## src/design/pctx_pkg.sv

```systemverilog
// Package for the preorder parent context tracker: sizes, transaction types and the
// code part mask function. Used by every module of the block; no dependencies.
package pctx_pkg;

    localparam int STACK_DEPTH   = 1024;
    localparam int MAX_PARTS     = 8;
    localparam int CODE_ALPHABET = (1 << 8);

    localparam int ADDR_W  = $clog2(STACK_DEPTH);
    localparam int FILL_W  = $clog2(STACK_DEPTH + 1);
    localparam int PART_W  = $clog2(CODE_ALPHABET);
    localparam int ID_W    = 24;
    localparam int CNT_W   = 16;
    localparam int CODES_W = 64;
    localparam int PARTS_W = 4;
    localparam int NUM_SLOTS = CODES_W / PART_W;

    localparam logic [ID_W-1:0]    ROOT_MAX      = {ID_W{1'b1}};
    localparam logic [PARTS_W-1:0] PARTS_RESET   = PARTS_W'(MAX_PARTS);

    typedef struct packed {
        logic [ID_W-1:0]    vtx_id;
        logic [CNT_W-1:0]   child_count;
        logic [CODES_W-1:0] current_codes;
        logic               last_in_tree;
    } t_in_item;

    typedef struct packed {
        logic               has_parent;
        logic [ID_W-1:0]    parent_id;
        logic [CODES_W-1:0] parent_codes;
        logic [CODES_W-1:0] child_codes;
        logic [ID_W-1:0]    component_count;
        logic               stack_overflow;
    } t_out_item;

    typedef struct packed {
        logic [ID_W-1:0]    id;
        logic [CNT_W-1:0]   remaining;
        logic [CODES_W-1:0] codes;
    } t_entry;

    typedef struct packed {
        logic              wr_en;
        logic [ADDR_W-1:0] wr_addr;
        t_entry            wr_data;
        logic [ADDR_W-1:0] rd_addr;
    } t_ram_req;

    function automatic logic [CODES_W-1:0] part_mask(input logic [PARTS_W-1:0] parts);
        logic [PARTS_W-1:0] p;
        logic [CODES_W-1:0] m;
        p = (parts > PARTS_W'(MAX_PARTS)) ? PARTS_W'(MAX_PARTS) : parts;
        m = '0;
        for (int i = 0; i < NUM_SLOTS; i++) begin
            m[i*PART_W +: PART_W] = (PARTS_W'(i) < p) ? {PART_W{1'b1}} : {PART_W{1'b0}};
        end
        return m;
    endfunction

endpackage

```

## src/design/pctx_ctrl.sv

```systemverilog
// Stack control: cached top entry, fill count, root counter and result formation.
// Drives the stack storage request; uses pctx_pkg.
module pctx_ctrl
    import pctx_pkg::*;
(
    input  logic               i_clk,
    input  logic               i_rst_n,
    input  logic               i_fire,
    input  t_in_item           i_item,
    input  logic [PARTS_W-1:0] i_parts,
    input  t_entry             i_sec,
    output t_ram_req           o_ram_req,
    output t_out_item          o_result
);

    logic [FILL_W-1:0]  r_fill;
    logic [FILL_W-1:0]  n_fill;
    logic [ID_W-1:0]    r_roots;
    logic [ID_W-1:0]    n_roots;
    t_entry             r_top;
    t_entry             n_top;

    logic               has_parent;
    logic [CNT_W-1:0]   rem_dec;
    logic               pop;
    logic [FILL_W-1:0]  fill_a;
    logic               push_req;
    logic               push_ok;
    logic [ID_W-1:0]    roots_step;
    logic [CODES_W-1:0] mask;

    always_comb begin
        has_parent = (r_fill != '0);
        rem_dec    = (r_top.remaining != '0) ? (r_top.remaining - CNT_W'(1)) : '0;
        pop        = has_parent && (rem_dec == '0);
        fill_a     = r_fill - FILL_W'(pop);
        push_req   = (i_item.child_count != '0);
        push_ok    = push_req && (fill_a < FILL_W'(STACK_DEPTH));
        roots_step = (!has_parent && (r_roots != ROOT_MAX)) ? (r_roots + ID_W'(1)) : r_roots;
        mask       = part_mask(i_parts);
    end

    always_comb begin
        n_top = r_top;
        if (push_ok) begin
            n_top.id        = i_item.vtx_id;
            n_top.remaining = i_item.child_count;
            n_top.codes     = i_item.current_codes;
        end else if (pop) begin
            n_top = i_sec;
        end else if (has_parent) begin
            n_top.remaining = rem_dec;
        end
    end

    always_comb begin
        n_fill  = r_fill;
        n_roots = r_roots;
        if (i_fire) begin
            if (i_item.last_in_tree) begin
                n_fill  = '0;
                n_roots = '0;
            end else begin
                n_fill  = fill_a + FILL_W'(push_ok);
                n_roots = roots_step;
            end
        end
    end

    always_comb begin
        o_ram_req.wr_en             = i_fire && push_ok && has_parent && !pop;
        o_ram_req.wr_addr           = ADDR_W'(r_fill - FILL_W'(1));
        o_ram_req.wr_data.id        = r_top.id;
        o_ram_req.wr_data.remaining = rem_dec;
        o_ram_req.wr_data.codes     = r_top.codes;
        o_ram_req.rd_addr           = ADDR_W'(n_fill - FILL_W'(2));
    end

    always_comb begin
        o_result.has_parent      = has_parent;
        o_result.parent_id       = has_parent ? r_top.id : '0;
        o_result.parent_codes    = has_parent ? (r_top.codes & mask) : '0;
        o_result.child_codes     = i_item.current_codes & mask;
        o_result.component_count = roots_step;
        o_result.stack_overflow  = push_req && !push_ok;
    end

    always_ff @(posedge i_clk) begin
        if (!i_rst_n) begin
            r_fill  <= '0;
            r_roots <= '0;
        end else begin
            r_fill  <= n_fill;
            r_roots <= n_roots;
        end
    end

    always_ff @(posedge i_clk) begin
        if (i_fire) begin
            r_top <= n_top;
        end
    end

endmodule

```

## config.mk

```make
export PLATFORM = sky130hd
export DESIGN_NAME = pctx_ctrl
export DESIGN_NICKNAME = d
export VERILOG_FILES = /design/src/design/pctx_pkg.sv /design/src/design/pctx_ctrl.sv
export SDC_FILE = /design/constraint.sdc
export NUM_CORES = 1
export LEC_CHECK = 0
export BUFFER_PORTS_ARGS = -buffer_cell sky130_fd_sc_hd__buf_2
export CORE_AREA = 3 3 200 202
export DETAILED_ROUTE_END_ITERATION = 8
export DIE_AREA = 0 0 203 205
export PLACE_DENSITY_LB_ADDON = 0.3
export SLEW_MARGIN = 20
export SYNTH_ARGS = -nofsm -noshare
export SYNTH_HDL_FRONTEND = slang
export SYNTH_SLANG_ARGS = --single-unit
```

## constraint.sdc

```tcl
create_clock -name i_clk -period 8 [get_ports i_clk]
set_input_delay 1.6 -clock i_clk [delete_from_list [all_inputs] [get_ports i_clk]]
set_output_delay 1.6 -clock i_clk [all_outputs]
set_load 0.1 [all_outputs]
```

==> results <==
- In this run the remaining antenna-violating nets after routing total 0.
- After the last flow step, the layout net total stands at 1853.
- The post-detailed-placement half-perimeter wirelength is 35200 um.
- The critical path ends at o_ram_req[9].
- After the first detailed-routing iteration, the DRC count stood at 650.
- The total overflow reported by the global router is 0.
- The register clock-pin slew on the reported worst setup and hold paths is 0.07 ns.
- The mean cell area of the mapped netlist is 8.15 um^2.
- The number of antenna violations at the first check in global routing is 5.
- The tree is rooted in a clkbuf_16.
- The final max-slew violation count was 0.
- The DRC violations left is 0.
- The total area inside the core boundary comes to 0.0385 mm^2.
- The number of instances in the synthesized netlist is 1226.
- The number of fillers in the final layout is 4109.
- The I/O pin count is 519.
- The worst hold path belongs to the class reg -> reg.
- Power spread over the standard cell area amounts to 187 mW/mm^2.
- The initial core utilization is 0.260.
- The count of port buffers added during placement is 518.
- The number of global-route vias before repair came to 9739.
- The count of final setup violators is 0.
- The number of enable-type register cells in the synthesized netlist is 104.
- The die width is 203 um.
- Among all stages on the critical path, the largest delay is contributed by or4_4.
- The share of flip-flops with an asynchronous set or reset after synthesis is 0.
- Before antenna repair, the detailed router went through 5 iterations.
- The routed layout has 10.4k vias.
- Entering global routing, the biggest net connects 70 pins.
- The final worst-path cycle share is 0.942.
- Hold is met by 0.506 ns.
- The warning count from the yosys run is 0.
- The top flip-flop cell by instance count after synthesis is edfxtp_1.
- Before CTS, the worst setup slack after placement is 0.432 ns.
- The number of different library cells used by synthesis comes to 82.
- Buffers inserted during clock tree synthesis total 17.
- The insertion delay to the later sink of the worst-skew pair is 0.43 ns.
- The last weighted congestion value of the routability-driven placer is 0.921.
- The share of the Yosys chip area taken by registers is 0.383.
- The category of the worst setup path launch point is a register.
- The count of standard-cell rows is 72.
- After detailed routing, the average wire length per cell comes to 20.9 um.
- The global-route wire length before repair is 62600 um.
- The number of cells traversed by the worst hold path is 1.
- The arrival time at the worst endpoint is 5.94 ns.
- Max-cap violations in this run came to 0.
- The count of final hold-check violations is 0.
- For flop-to-flop paths, the worst setup slack is 2.38 ns.
- The summed instance area of the synthesized netlist is 0.00999 mm^2.
- STA classifies the critical path endpoint as an output port.
- The final period demand of the worst path is 7.54 ns.
- The number of vias per cell after detailed routing is 4.82.
- For the pin with the worst max-slew slack, the measured transition is 0.842 ns.
- The H-tree generated during clock tree synthesis spans 4 levels.
- Compared with the post-synthesis result, the final layout area differs by 34.2%.
- After synthesis the netlist holds a flip-flop and latch count of 139.
- The CTS tree is yes.
- The highest cell delay on the worst timing path is 0.63 ns.
- Of all nets on the critical path, the largest fanout is 8.
- The setup slack of the critical path after layout is 0.463 ns.
- The worst register-to-register path has a depth of 17.
- The highest layer touched by signal routing is met5.
- The worst flop-to-flop path startpoint is r_top[70].
- The die covers 0.0416 mm^2.
- The critical path depth in cells is 25.
- The start-to-end type of the worst setup path is reg -> out.
- The sum of met2 wire segment lengths after detailed routing is 21400 um.
- The kind of cell adding the most delay to the critical path is simple AND/OR/NAND/NOR gates.
- In this run the tightest slew margin relative to its limit is 0.439.
- The clock net in this run drives a total of 139 sinks.
- The ratio of cells with drive above 1 in the final layout is 0.389.
- The number of nets produced by synthesis is 1451.
- After detailed routing, the met3 layer carries 4170 um of wire.
- The sum of routed wire segments on met1 is 18300 um.
- The maximum clock insertion buffer count is 2.
- In the global route stage, overall resource usage came out at 0.201.
- The source of the critical timing path is r_top[70].
- The total length of routed wires is 45300 um.
- The data required time at the worst endpoint is 6.40 ns.
- For this run, the top clock speed supported by timing is 0.133 GHz.
- The number of buffers and inverters on the critical path is 4.
- The capture point of the worst reg-to-reg path is o_ram_req[25].
- The worst clock skew is 0.00926 ns.
- The vertical die dimension is 205 um.
- For this design, the CTS-stage hold fixing added 0 buffers.
- The peak ir drop on the vdd network is 0.142 mV.
- The standby leakage power is 6.46 nW.
- The run finished with clean final reports.
==> sequential cells by signal, summed over array words and instances (netlist names) <==
name / count
r_top: 16
r_roots: 24
r_fill: 11
o_ram_req: 88
==> stage by stage <==
stage	area [um^2]	total power [mW]	utilization	std cells	setup TNS, ns
2_1_floorplan	10100	1.55	-	1226	-0.336
3_3_place_gp	12700	1.73	0.329	2114	0
3_5_place_dp	12700	1.73	0.329	2114	0
4_1_cts	13200	2.53	0.344	2146	0
5_1_grt	13400	2.59	0.348	2160	-0.0119
6_report	13400	2.51	0.349	2163	0
==> per-layer routing <==
layer / vias up / GRT usage
li1: 4866 / -
met1: 5048 / 0.253
met2: 467 / 0.326
met3: 49 / 0.0688
met4: 2 / 0.0651
met5: - / 0
==> placed cells by master (no fill, tap or decap), types with 4 or more instances in the layout <==
cell	instances
buf_2	508
nand2_1	310
edfxtp_1	104
and2_1	95
and3_1	56
nor2_1	50
nor2b_1	43
o21ai_0	35
dfxtp_1	34
buf_4	30
nor3_1	25
a21oi_1	25
xnor2_1	25
inv_1	22
nand3_1	20
xor2_1	17
clkbuf_16	17
mux2i_1	15
nor4_1	10
nand4_1	10
o21a_1	10
buf_12	10
nand2b_1	9
o21ai_2	9
or3_1	8
a31oi_1	7
o211ai_1	6
a21boi_0	5
ha_2	5
diode_2	4
nor3b_1	4
nand3b_1	4
a22oi_2	4
a22oi_1	4
clkinv_1	4
clkinv_2	4
==> logic make-up after synthesis <==
group | after synthesis | synth area share
AO/OA/AOI/OAI | 142 | 0.0959
XOR/XNOR | 49 | 0.0430
adder cells (fa/ha/maj) | 9 | 0.0113
buffers and inverters | 190 | 0.108
flip-flops | 139 | 0.383
multiplexers | 19 | 0.0205
AND/OR/NAND/NOR | 678 | 0.339
==> what timing repair did <==
item,CTS,global route
endpoints found under the setup margin,1,6
resized for setup,1,19
pin swaps,0,7
buffers inserted,0,13
hold endpoints to repair,0,0
==> how the worst min path moves through the flow <==
stage | from | endpoint | slack (ns)
3_3_place_gp | r_roots[12] | r_roots[12] | 0.48
4_1_cts | r_roots[12] | r_roots[12] | 0.51
6_report | r_roots[12] | r_roots[12] | 0.51
3_5_place_dp | r_roots[12] | r_roots[12] | 0.49
5_1_grt | r_roots[2] | r_roots[2] | 0.54
2_1_floorplan | r_roots[12] | r_roots[12] | 0.47
==> where the power goes <==
part / internal, mW / switching, mW / leakage [nW] / total [mW]
registers: 0.811 / 0.0255 / 1.30 / 0.837
logic: 0.148 / 0.733 / 4.89 / 0.881
clock network: 0.454 / 0.336 / 0.270 / 0.790
total: 1.41 / 1.09 / 6.46 / 2.51
==> cell type report <==
type,instances,area [um^2],area share
Inverter,25,100,0.00747
Clock buffer,18,429,0.0320
Clock inverter,14,128,0.00952
Timing Repair Buffer,548,2970,0.221
Antenna cell,4,10.0,0.000747
Multi-Input combinational cell,897,5300,0.395
Sequential cell,139,3820,0.285
Tap cell,518,648,0.0483
==> cell usage after synthesis, types with 5 or more instances <==
| library cell | count | area, um^2 |
|---|---|---|
| o21ai_0 | 36 | 180 |
| nor2_1 | 50 | 188 |
| nor3b_1 | 5 | 37.5 |
| nor3_1 | 26 | 130 |
| buf_2 | 9 | 45.0 |
| a31oi_1 | 7 | 43.8 |
| edfxtp_1 | 104 | 3120 |
| clkbuf_1 | 54 | 203 |
| and3_1 | 56 | 350 |
| xnor2_1 | 27 | 236 |
| buf_4 | 91 | 683 |
| or3_1 | 8 | 50.1 |
| inv_1 | 23 | 86.3 |
| a22oi_1 | 7 | 52.6 |
| nand4_1 | 10 | 62.6 |
| buf_1 | 8 | 30.0 |
| nand3_1 | 21 | 105 |
| mux2i_1 | 16 | 160 |
| and2_1 | 96 | 601 |
| nor4_1 | 10 | 62.6 |
| o211ai_1 | 6 | 45.0 |
| dfxtp_1 | 35 | 701 |
| nand2_1 | 312 | 1170 |
| a21oi_1 | 26 | 130 |
| ha_1 | 9 | 113 |
| nor2b_1 | 45 | 282 |
| xor2_1 | 22 | 193 |
| o21ai_2 | 8 | 70.1 |
| a21boi_0 | 5 | 37.5 |
| o21a_1 | 10 | 75.1 |
| nand2b_1 | 9 | 56.3 |
No activity file was read; power rests on OpenSTA's default activity.
